===== src/rtl/mais_ram.sv =====
// ----------------------------------------------------------------------------
// mais_ram
// Generic simple dual-port RAM: one write port, one registered read port.
// ----------------------------------------------------------------------------
module mais_ram #(
  parameter int W  = 32,
  parameter int D  = 16,
  parameter int AW = (D > 1) ? $clog2(D) : 1
) (
  input  logic          clk,
  input  logic          we,
  input  logic [AW-1:0] waddr,
  input  logic [W-1:0]  wdata,
  input  logic [AW-1:0] raddr,
  output logic [W-1:0]  rdata
);

  logic [W-1:0] mem [D];

  // write and registered read
  always_ff @(posedge clk) begin
    if (we) begin
      mem[waddr] <= wdata;
    end
    rdata <= mem[raddr];
  end

endmodule


===== config.mk =====
export PLATFORM = sky130hd
export DESIGN_NAME = mais_ram
export DESIGN_NICKNAME = d
export VERILOG_FILES = /design/src/rtl/mais_ram.sv
export SDC_FILE = /design/constraint.sdc
export NUM_CORES = 1
export LEC_CHECK = 0
export BUFFER_PORTS_ARGS = -buffer_cell sky130_fd_sc_hd__buf_2
export CAP_MARGIN = 15
export CORE_UTILIZATION = 61
export DETAILED_ROUTE_END_ITERATION = 8
export PLACE_DENSITY = 0.88
export RECOVER_POWER = 100
export SYNTH_ARGS = -nofsm -noshare
export SYNTH_HDL_FRONTEND = slang
export SYNTH_SLANG_ARGS = --single-unit

===== constraint.sdc =====
create_clock -name clk -period 5.2 [get_ports clk]
set_input_delay 0.78 -clock clk [delete_from_list [all_inputs] [get_ports clk]]
set_output_delay 0.78 -clock clk [all_outputs]
set_load 0.02 [all_outputs]

# Word-level counts from Yosys, hierarchy flattened
# Memories as Yosys holds them, arrays and structs flattened. A register that Yosys moved wholly into a read port is not among the register bits.
# Cells that the tools add are included.
[totals]
register_bits = 0
ramBits = 512
out_inout_bits = 32
n_memories = 1
in_bits = 42
[mem_list]
columns = ["memory", "depth", "width", "rd", "rd_ports_with_merged_regs", "wr", "line_no", "rtl"]
rows = [
  ["mem", 16, 32, 1, 1, 1, "18", "logic [W-1:0] mem [D];"],
]
[op_classes]
mux = 2
[op_table]
columns = ["op", "count"]
rows = [
  ["$mux W1", 2],
]

# Logic depth before layout (Yosys ltp)
[logic_depth]
depth_word = 2
ltp_mapped = 5

# Worst setup path before layout
# Ideal clock, no wire load.
[synth_timing]
path_kind = "in2reg"
from = "in waddr[2]"
to = "mem mem[0][0] (enable)"
path_slack_ps = 1240
arrival_ps = 3498
path_stages = 2
n_path_buf = 0
required_ps = 4739
setup_ps = 461
cell_sequence = "or3b_2 -> nor3_1"
[synth_rtl]
columns = ["item", "line_no", "rtl"]
rows = [
  ["start, declared", "12", "input logic [AW-1:0] waddr,"],
  ["end, declared", "18", ""],
]
# Straight into the memory's write port.

# Worst setup path in the final report
[layout_timing]
from = "in waddr[1]"
to = "mem mem[7][30] (enable)"
# Straight into the memory's write port.

==> metrics.txt <==
Avg WL per Cell 30.6 um; leakage power 6.99 nW; Routability Congestion 0.722; die area 33300 um^2; syn nets 880; transition time of the tightest slew-check pin 2.94 ns; gr usage total 0.271; Worst Skew 0.0175 ns; total CTS buffers 50; Layout Area Growth over Synthesis 12.3%; Netlist cell types 18; share of cells above drive strength 1 0.225; Post-synth top flop edfxtp_1; top-count cell post-synth edfxtp_1; Syn Std Cell Area 19900 um^2; initial drt markers 1275; Synth Warn # 0; final count of pins violating max slew 392; CP arrival 3.88 ns; Worst-Skew Late Latency 0.56 ns; DRC viols 0; Async SR Flop Fraction 0; most frequent cells after synthesis edfxtp_1, mux4_2, a22oi_1, nand2_1, dfxtp_1; CP Max Fanout 20; CP Class in -> reg; Max Buffers Root-to-Sink 3; Critical Path End Type register; relative slew slack -0.959; FF-to-FF End rdata[28]$_DFF_P_; Post-synth EDFFs 512; Clk pin slew, worst setup/hold paths 0.06 ns; first-pass GRT wire length 63200 um; type of the most critical hold path reg -> reg; I/O Buffers 73; Sink Count 544; initial antenna violation count 2; I/O Pins 74; Hold Fails Final Rpt 0; origin of the critical flop-to-flop path mem[10][28]$_DFFE_PP_; Die W 182 um; R2R depth 3; vias in the first global route 9882; Layout Utilization 0.701; row cnt 65; startpoint types primary input; setup tns final 0 ns; Tot Pwr 0.00900 W; largest net degree at the start of global routing 75; # setup viols final 0; CP required 5.34 ns; status complete, but fails checks; Die Span Y 182 um; CTS tree done; # hold bufs at CTS 0; # Post-CTS Setup Buffers 0; final wirelength 43600 um; post-CTS sizing 0; hold depth 3; pre-CTS WS 2.13 ns; Worst Hold Path EP rdata[8]$_DFF_P_; Via density 6.58; Synth Instances 838; Filler cells 1801; pwr dens 403 nW/um^2; final worst-path setup slack 1.46 ns; share of the synthesized area in the top cell type 0.774; CTS Root Cell clkbuf_16; Nets 985; min cycle time layout 3.74 ns; biggest area consumer among synthesized cells edfxtp_1; flip-flop and latch count after synthesis 544; Tcrit/Tclk final 0.719; Fmax 268 MHz; setup slack of the most critical reg-to-reg path 3.79 ns; post-synthesis sequential area ratio 0.807; DR vias 9355; antenna viol nets, final 0; biggest area contributors in the synthesized netlist edfxtp_1, mux4_2, dfxtp_1; H-Tree Depth 2; max cap viols 17; Initial Util 0.624; post-synthesis average cell area 23.7 um^2; failing checks capacitance limit, slew limit; maximum VDD drop 0.312 mV; drt pass-1 iters 5; RSZ-0062 raised after global routing no; core region area 31800 um^2; min-delay src mem[12][8]$_DFFE_PP_; post-DP HPWL 20900 um; grt ovf 0
## worst max-delay path by stage
stage | start | cells past startpoint | slack, ns | end
CTS | raddr[0] | 5 | 2.68 | rdata[17]$_DFF_P_
floorplan | waddr[2] | 2 | 1.24 | mem[0][0]$_DFFE_PP_
finish | waddr[1] | 4 | 1.46 | mem[7][30]$_DFFE_PP_
global placement | raddr[0] | 5 | 2.18 | rdata[11]$_DFF_P_
detailed placement | waddr[3] | 4 | 2.13 | mem[4][3]$_DFFE_PP_
global route | waddr[1] | 4 | 1.31 | mem[6][3]$_DFFE_PP_
## through the flow
stage	hold slack [ns]	cell area, um^2	instances
2_1_floorplan	0.635	19900	838
3_3_place_gp	0.647	20900	1324
3_5_place_dp	0.659	20900	1324
4_1_cts	0.578	22500	1418
5_1_grt	0.710	22300	1421
6_report	0.674	22300	1422
## cell usage in the layout, fill, tap and decap left out, drive strengths merged
cell type and instances:
nor3 4, clkbuf 157, edfxtp 512, mux4 128, a22oi 64, nor2 13, buf 11, nand3b 2
and2 1, nor2b 2, bufinv 3, dfxtp 32, nand2b 2, diode 2, or3b 1, nand2 33
clkinv 19, nand3 1
## power by group
part           leakage, nW  internal [W]  total [W]  switching [W]
Sequential            4.89       0.00490    0.00494      0.0000367
Clock                0.801       0.00208    0.00362        0.00153
Combinational         1.30      0.000162   0.000440       0.000278
## area by class of cell
class	instances	area, um^2	share of cell area
clock inverters	22	178	0.00797
clock buffers	72	1450	0.0649
flip-flops and latches	544	16000	0.718
multi-input cells	251	3670	0.165
diodes	2	5.00	0.000224
repair buffers	96	440	0.0197
well taps	435	544	0.0244
## kinds of logic (layout without fill, tap and decap cells)
kind of cell / count (synthesis) / count (layout) / share of synthesized area
AO/OA/AOI/OAI: 64 / 64 / 0.0242
buffers and inverters: 43 / 190 / 0.0112
flip-flops: 544 / 544 / 0.807
multiplexers: 128 / 128 / 0.145
other: 0 / 2 / 0
AND/OR/NAND/NOR: 59 / 59 / 0.0127
## registers in the layout (all words and copies together), names as in the netlist
register / flops
mem: 512
rdata: 32
## routing by layer
layer | up-vias | global-route usage | part of all wire
li1 | 3789 | - | -
met1 | 4916 | 0.368 | 0.37
met2 | 571 | 0.442 | 0.51
met3 | 77 | 0.0627 | 0.097
met4 | 2 | 0.0850 | 0.022
met5 | - | 0 | 0.00030
## worst max-delay path: stages
cell and delay [ns]:
clkbuf_1 0.25, nand2_1 0.22, nor2_1 1.22, clkbuf_1 1.38
No activity file was read; power rests on OpenSTA's default activity.
