### config.mk
export PLATFORM = sky130hd
export DESIGN_NAME = mais_arith
export DESIGN_NICKNAME = d
export VERILOG_FILES = /design/src/rtl/mais_pkg.sv /design/src/rtl/mais_arith.sv
export SDC_FILE = /design/constraint.sdc
export NUM_CORES = 2
export LEC_CHECK = 0
export ABC_AREA = 1
export BUFFER_PORTS_ARGS = -buffer_cell sky130_fd_sc_hd__buf_2
export CAP_MARGIN = 20
export CORE_MARGIN = 2
export CORE_UTILIZATION = 55
export DETAILED_ROUTE_END_ITERATION = 10
export GPL_ROUTABILITY_DRIVEN = 0
export PLACE_DENSITY = 0.75
export SLEW_MARGIN = 20
export SYNTH_ARGS = -nofsm -noshare
export SYNTH_HDL_FRONTEND = slang
export SYNTH_SLANG_ARGS = --single-unit
### constraint.sdc
create_clock -name clk -period 14.2 [get_ports clk]
set_clock_uncertainty 0.05 [all_clocks]
set_input_delay 1.42 -clock clk [delete_from_list [all_inputs] [get_ports clk]]
set_output_delay 1.42 -clock clk [all_outputs]
set_load 0.02 [all_outputs]
### src/rtl/mais_pkg.sv
// ----------------------------------------------------------------------------
// mais_pkg
// Shared types, codes and saturating helpers for the matrix inverse solver.
// ----------------------------------------------------------------------------
package mais_pkg;

  localparam int MAX_DIM_DEF   = 4;
  localparam int FRAC_BITS_DEF = 16;

  // configuration port
  localparam int CFG_IDX_W  = 1;
  localparam int CFG_DATA_W = 3;
  localparam logic [CFG_IDX_W-1:0] REG_SIZE = 1'd0;
  localparam logic [CFG_IDX_W-1:0] REG_MODE = 1'd1;

  // input opcodes
  localparam logic [1:0] OP_WR_MAT  = 2'd0;
  localparam logic [1:0] OP_WR_RHS  = 2'd1;
  localparam logic [1:0] OP_COMPUTE = 2'd2;

  // output modes
  localparam logic [1:0] MODE_SOLVE   = 2'd0;
  localparam logic [1:0] MODE_INVERSE = 2'd1;
  localparam logic [1:0] MODE_DET     = 2'd2;

  // arithmetic unit operations
  localparam logic ARITH_MUL = 1'b0;
  localparam logic ARITH_DIV = 1'b1;

  localparam logic [63:0] S64_MAX = {1'b0, {63{1'b1}}};
  localparam logic [63:0] S64_MIN = {1'b1, {63{1'b0}}};

  typedef struct packed {
    logic        start;
    logic        op;
    logic [63:0] a;
    logic [63:0] b;
  } arith_req_t;

  typedef struct packed {
    logic        done;
    logic [63:0] value;
    logic        sat;
  } arith_rsp_t;

  typedef struct packed {
    logic [63:0] value;
    logic        sat;
  } sat64_t;

  typedef struct packed {
    logic [31:0] value;
    logic        sat;
  } sat32_t;

  function automatic sat64_t sat_add(input logic [63:0] a, input logic [63:0] b);
    sat64_t     r;
    logic [63:0] s;
    s = a + b;
    if (a[63] == b[63] && s[63] != a[63]) begin
      r.value = a[63] ? S64_MIN : S64_MAX;
      r.sat   = 1'b1;
    end else begin
      r.value = s;
      r.sat   = 1'b0;
    end
    return r;
  endfunction

  function automatic sat64_t sat_neg(input logic [63:0] a);
    sat64_t r;
    if (a == S64_MIN) begin
      r.value = S64_MAX;
      r.sat   = 1'b1;
    end else begin
      r.value = 64'd0 - a;
      r.sat   = 1'b0;
    end
    return r;
  endfunction

  function automatic sat32_t sat32(input logic [63:0] v);
    sat32_t r;
    if (v[63:31] == {33{1'b0}} || v[63:31] == {33{1'b1}}) begin
      r.value = v[31:0];
      r.sat   = 1'b0;
    end else begin
      r.value = v[63] ? 32'h8000_0000 : 32'h7FFF_FFFF;
      r.sat   = 1'b1;
    end
    return r;
  endfunction

endpackage

### src/rtl/mais_arith.sv
// ----------------------------------------------------------------------------
// mais_arith
// Shared fixed-point unit: Q multiply (two 32x32 partial products) and
// restoring Q divide (one quotient bit per cycle), both saturating to 64 bits.
// ----------------------------------------------------------------------------
module mais_arith #(
  parameter int FRAC_BITS = mais_pkg::FRAC_BITS_DEF
) (
  input  logic                 clk,
  input  logic                 rst,
  input  mais_pkg::arith_req_t req,
  output mais_pkg::arith_rsp_t rsp
);
  import mais_pkg::*;

  localparam int NW  = 64 + FRAC_BITS;
  localparam int NCW = $clog2(NW + 1);

  localparam logic [2:0] A_IDLE = 3'd0;
  localparam logic [2:0] A_MLO  = 3'd1;
  localparam logic [2:0] A_MHI  = 3'd2;
  localparam logic [2:0] A_MSUM = 3'd3;
  localparam logic [2:0] A_DIV  = 3'd4;
  localparam logic [2:0] A_PACK = 3'd5;

  logic [2:0]     state;
  logic           neg;
  logic [63:0]    ua;
  logic [63:0]    ub;
  logic [63:0]    plo;
  logic [63:0]    phi;
  logic [NW-1:0]  nq;
  logic [63:0]    rem;
  logic [NCW-1:0] cnt;
  logic [63:0]    lo;
  logic           hi_nz;

  logic [31:0]    mul_a;
  logic [63:0]    prod;
  logic [95:0]    psum;
  logic [64:0]    rem2;
  logic           ge;
  logic [63:0]    lim;
  logic           pk_sat;

  // one multiplier, fed by the low or high half of the magnitude
  assign mul_a = (state == A_MHI) ? ua[63:32] : ua[31:0];
  assign prod  = mul_a * ub[31:0];
  assign psum  = {phi, 32'd0} + {32'd0, plo};

  // restoring divide step
  assign rem2 = {rem, nq[NW-1]};
  assign ge   = rem2 >= {1'b0, ub};

  // saturation check on the packed magnitude
  assign lim    = neg ? S64_MIN : S64_MAX;
  assign pk_sat = hi_nz || (lo > lim);

  always_ff @(posedge clk) begin
    if (rst) begin
      state    <= A_IDLE;
      rsp.done <= 1'b0;
    end else begin
      rsp.done <= 1'b0;
      unique case (state)
        A_IDLE: begin
          if (req.start) begin
            neg <= req.a[63] ^ req.b[63];
            ua  <= req.a[63] ? 64'd0 - req.a : req.a;
            ub  <= req.b[63] ? 64'd0 - req.b : req.b;
            nq  <= {(req.a[63] ? 64'd0 - req.a : req.a), {FRAC_BITS{1'b0}}};
            rem <= 64'd0;
            cnt <= NCW'(NW);
            state <= (req.op == ARITH_DIV) ? A_DIV : A_MLO;
          end
        end
        A_MLO: begin
          plo   <= prod;
          state <= A_MHI;
        end
        A_MHI: begin
          phi   <= prod;
          state <= A_MSUM;
        end
        A_MSUM: begin
          lo    <= psum[63+FRAC_BITS:FRAC_BITS];
          hi_nz <= |psum[95:64+FRAC_BITS];
          state <= A_PACK;
        end
        A_DIV: begin
          if (cnt == '0) begin
            lo    <= nq[63:0];
            hi_nz <= |nq[NW-1:64];
            state <= A_PACK;
          end else begin
            rem <= ge ? 64'(rem2 - {1'b0, ub}) : rem2[63:0];
            nq  <= {nq[NW-2:0], ge};
            cnt <= cnt - NCW'(1);
          end
        end
        A_PACK: begin
          rsp.done  <= 1'b1;
          rsp.sat   <= pk_sat;
          rsp.value <= pk_sat ? (neg ? S64_MIN : S64_MAX) : (neg ? 64'd0 - lo : lo);
          state     <= A_IDLE;
        end
        default: state <= A_IDLE;
      endcase
    end
  end

endmodule

=== Yosys cells after proc, flatten, opt, wreduce, memory -nomap -nowiden ===
Cells that the tools add are included.

* Output and inout port bits: 66
* Word-level logic and storage cells: 73
* RAM bits: 0
* Bits in latches: 0
* Bits in registers: 542
* ROM bits: 0
* Memories: 0

* Multipliers: 1
* Reduce and logical (&&, ||, !) cells: 14
* Muxes and demuxes: 25
* Order comparisons: 2
* Shift operators: 0
* Add/subtract/negate cells: 6
* Bitwise logic cells: 2
* Div/mod/pow operators: 0
* Eq/ne operators: 8

{| class="wikitable"
|+ Operators by type and width
! cell !! number
|-
| $mux 64 || 8
|-
| $pmux 64 s2 || 2
|-
| $sub 1x64->64 const A || 3
|-
| $mux 80 || 2
|-
| $pmux 80 s2 || 1
|-
| $add 96x64->96 || 1
|-
| $mux 66 || 1
|-
| $ge 65x64->1 || 1
|-
| $gt 64x64->1 || 1
|-
| $mul 32x32->64 || 1
|-
| $sub 64x64->64 || 1
|-
| $mux 63 || 1
|-
| $mux 32 || 1
|-
| $reduce_or 16->1 || 2
|-
| $pmux 3 s5 || 1
|-
| $mux 7 || 2
|-
| $pmux 7 s2 || 1
|-
| $mux 3 || 3
|-
| $reduce_and 2->1 || 4
|-
| $logic_not 7->1 || 1
|-
| $sub 7x1->7 const B || 1
|-
| $eq 3x2->1 const B || 2
|-
| $eq 3x3->1 const B || 2
|-
| $ne 2x2->1 const B || 3
|-
| other kinds (10) || 12
|}

=== Logic depth before layout (Yosys ltp) ===
* Depth in word-level cells: 5
* Gate-level depth with buffers: 39
* Depth with buffers taken out: 36

=== Worst setup path before layout ===
Ideal clock, no wire load.

* Path type: input to register
* From: input port rst
* To: register cnt[0] (enable)
* Library setup time: 885 ps
* Slack: 584 ps
* Cell stages on the path: 2
* Data arrival time: 12,681 ps
* Buffers on the path: 1
* Data required time: 13,265 ps
* Cell sequence: clkbuf_1 -> a211oi_1

* Cells in the longest elaborated chain, start to end: 2

{| class="wikitable"
|+ RTL lines
! element !! RTL line !! text
|-
| start: declaration || mais_arith.sv:10 || <nowiki>input logic rst,</nowiki>
|-
| $not 1->1 (no source line) || - ||
|-
| $reduce_and 4->1 (no source line) || - ||
|-
| end signal: assignment || mais_arith.sv:73 || <nowiki>cnt <= NCW'(NW);</nowiki>
|-
| end signal: assignment || mais_arith.sv:98 || <nowiki>cnt <= cnt - NCW'(1);</nowiki>
|-
| end: declaration || mais_arith.sv:34 || <nowiki>logic [NCW-1:0] cnt;</nowiki>
|}

Every way passes these cells.
A chain may end at the register's enable or synchronous reset.

=== Worst setup path after layout ===
* From: register state[1]
* To: register phi[49], data pin

* Cells in the longest elaborated chain, start to end: 3

{| class="wikitable"
|+ RTL lines
! element !! RTL line !! text
|-
| start: declaration || mais_arith.sv:26 || <nowiki>logic [2:0] state;</nowiki>
|-
| start signal: assignment || mais_arith.sv:74 || <nowiki>state <= (req.op == ARITH_DIV) ? A_DIV : A_MLO;</nowiki>
|-
| $eq 3x2->1 || mais_arith.sv:47 || <nowiki>assign mul_a = (state == A_MHI) ? ua[63:32] : ua[31:0];</nowiki>
|-
| $mux 32 || mais_arith.sv:47 ||
|-
| $mul 32x32->64 || mais_arith.sv:48 || <nowiki>assign prod = mul_a * ub[31:0];</nowiki>
|-
| via prod[49] || mais_arith.sv:39 || <nowiki>logic [63:0] prod;</nowiki>
|-
| end signal: assignment || mais_arith.sv:82 || <nowiki>phi <= prod;</nowiki>
|-
| end: declaration || mais_arith.sv:31 || <nowiki>logic [63:0] phi;</nowiki>
|}

The timed path passes the listed nets, and every way through them passes these cells.

==> summary.txt <==
status: finished clean
Slew headroom: 15.0%
post-synthesis simple-gate area fraction: 21.2%
CP Buf/Inv Count: 8
synth top area cells: fa_1 27%, edfxtp_1 23%, nand2_1 9.4%
Reg area: 15800 um2
Adder-Cell Fraction of Synth Area: 34.4%
final core occ: 59.5%
Synth Cell Area: 67800 um2
critical path peak fanout: 47
final hold violation count: 0
Synth async-reset ratio: 0%
fill count: 10694
CTS Hold Buffers Added: 0
Setup CP Type: reg -> reg
Worst Hold Class: reg -> reg
synth warn: 0
RSZ-0062 raised after global routing: no
GRT Resource Usage Total: 37.2%
Final Cycle Share: 70.8%
area leader, netlist: fa_1
min cycle time layout: 10.06 ns
CP top delay family: adder cells
HPWL Detailed: 186 mm
Port Buf Inserts: 197
Root Buffer: clkbuf_16
CP startpoint kind: register
Yosys cell types: 56
Die H: 355 um
Syn Inst Count: 8461
Worst-path clk slew: 0.07 ns
CTS Buffer Depth: 3
post-synth top area share: 26.5%
Synth Area in XOR/XNOR: 3.69%
Main synth FF type: edfxtp_1
slowest stage delay, CP: 0.86 ns
Critical Path AT: 10.48 ns
Worst-Margin Slew: 1.27 ns
first-pass GRT wire length: 351 mm
Post-synth EDFFs: 522
post-synthesis sequential area ratio: 23.2%
Multi-input gate area: 44800 um2
Clock Latency Late Sink: 0.68 ns
Syn Nets: 9918
nets@finish: 9990
IO Pins: 198
most frequent CP cell: fa_1
Rows: 128
Gates resized, CTS repair: 0
P&R area growth vs syn: 7.12%
setup TNS: 0 ns
share of layout cells above drive strength 1: 5.75%
initial cell density of the core: 55.6%
antenna viol nets, final: 0
Vias: 60532
Synth Area per Inst: 8.01 um2
First-pass DRT Iterations: 8
Post-Route WL: 237 mm
Max Fclk: 99.4 MHz
vias in the first global route: 59430
Max Cap Viol: 0
compound-gate portion of the synthesized area: 6.64%
average wire per standard cell: 23.2 um
core footprint: 122000 um2
clk sinks: 526
grt total ovfl: 0
Vias/cell: 5.92
CTS Buf Count: 53
crit path max-delay cell type: inv_1
post-CTS setup buffer count: 0
pin count of the biggest net entering global routing: 116
Setup-failing EPs final: 0
TritonCTS clock tree: done
Req. time, crit path: 14.62 ns
Crit. End Element: register
mux cell area share after synthesis: 0.0166%
antenna violations before repair: 17
largest family of logic cells by synthesized area: adder cells
die area: 126000 um2
die boundary width: 355 um
Starting DRT DRC Count: 8093
residual DRC count: 0
Seq cells post-synth: 526
max-slew violation count: 0
htree depth: 2
[sequential cells by signal, summed over array words and instances (netlist names)]
register  cells
phi          64
lo           64
hi_nz         1
state         3
neg           1
rsp          66
cnt           7
plo          48
rem          64
ua           64
ub           64
nq           80
[path summary, 6_finish.rpt]
path,start,end,slack (ns),cells after the start
worst max-delay path,state[1],phi[49],4.14,30
worst min-delay path,nq[18],nq[19],0.50,2
worst max register to register,state[1],phi[49],4.14,30
worst min register to register,nq[18],nq[19],0.50,2
[through the flow]
step / hold slack [ns] / instances / setup WS (ns) / instance area, um2
2_1_floorplan: 0.416 / 8461 / 0.584 / 67800
3_3_place_gp: 0.472 / 10098 / 4.85 / 70500
3_5_place_dp: 0.473 / 10100 / 4.58 / 70600
4_1_cts: 0.481 / 10199 / 4.53 / 72500
5_1_grt: 0.501 / 10203 / 4.00 / 72600
6_report: 0.496 / 10219 / 4.14 / 72600
[cell usage in the layout (no fill, tap or decap), types with 10 or more instances in the layout]
cell type,n
nand2_1,1697
inv_1,1638
nor2_1,1277
fa_1,898
edfxtp_1,522
ha_1,427
o21ai_0,342
nand3_1,289
a21oi_1,260
xor2_1,219
buf_2,197
nor3_1,90
buf_4,81
nand4_1,79
xnor2_1,67
clkbuf_16,53
a31oi_1,48
nor4_1,33
o21ai_2,31
clkinv_1,30
o21ai_1,26
o21bai_1,25
or2_2,24
inv_2,23
a21o_1,22
diode_2,17
o21a_1,14
nor2_2,13
bufinv_16,11
and3_1,10
[cell usage after synthesis (all sizes together) (10+ instances only)]
library cell / n
a21o: 22
nor4: 34
nor2: 1294
xnor2: 67
nand3: 291
clkinv: 25
nand2: 1705
nor3: 96
fa: 898
and3: 10
a31oi: 48
ha: 427
o21a: 14
buf: 34
inv: 1662
edfxtp: 522
a21oi: 265
nand4: 79
xor2: 219
or2: 24
o21ai: 399
clkbuf: 232
o21bai: 25
[worst reg2reg max path, delay by kind of cell (launching register included)]
| kind | cells | cell delay (ns) |
|---|---|---|
| adder cells (fa/ha/maj) | 9 | 4.65 |
| buffers and inverters | 8 | 1.96 |
| AND/OR/NAND/NOR | 10 | 1.77 |
| AO/OA/AOI/OAI | 2 | 0.74 |
| flip-flops | 1 | 0.42 |
| XOR/XNOR | 1 | 0.28 |
[layer usage]
layer	part of all wire [%]	vias to the layer above	wire length [um]	track usage [%]
li1	-	26285	-	-
met1	34	28317	81500	45.7
met2	41	4638	98100	54.9
met3	15	1274	35600	13.2
met4	9.0	18	21400	25.5
met5	0.095	-	225	0
[layout make-up]
class,count,share of cell area [%]
inverter,1687,8.73
tap,1625,2.80
timing repair buffer,283,2.36
antenna,17,0.0586
clock inverter,38,0.775
multi-input combinational,5982,61.7
clock buffer,61,1.89
sequential,526,21.7
[cell families (layout without fill, tap and decap cells)]
family | after synthesis | after routing
XOR/XNOR | 286 | 286
flip-flops | 526 | 526
other | 0 | 17
AND/OR/NAND/NOR | 3553 | 3553
AO/OA/AOI/OAI | 817 | 817
multiplexers | 1 | 1
adder cells (fa/ha/maj) | 1325 | 1325
buffers and inverters | 1953 | 2069
Power is left out: the tool's default activity adds up to more than one toggle a clock period on the data nets, which glitch-free logic cannot reach.
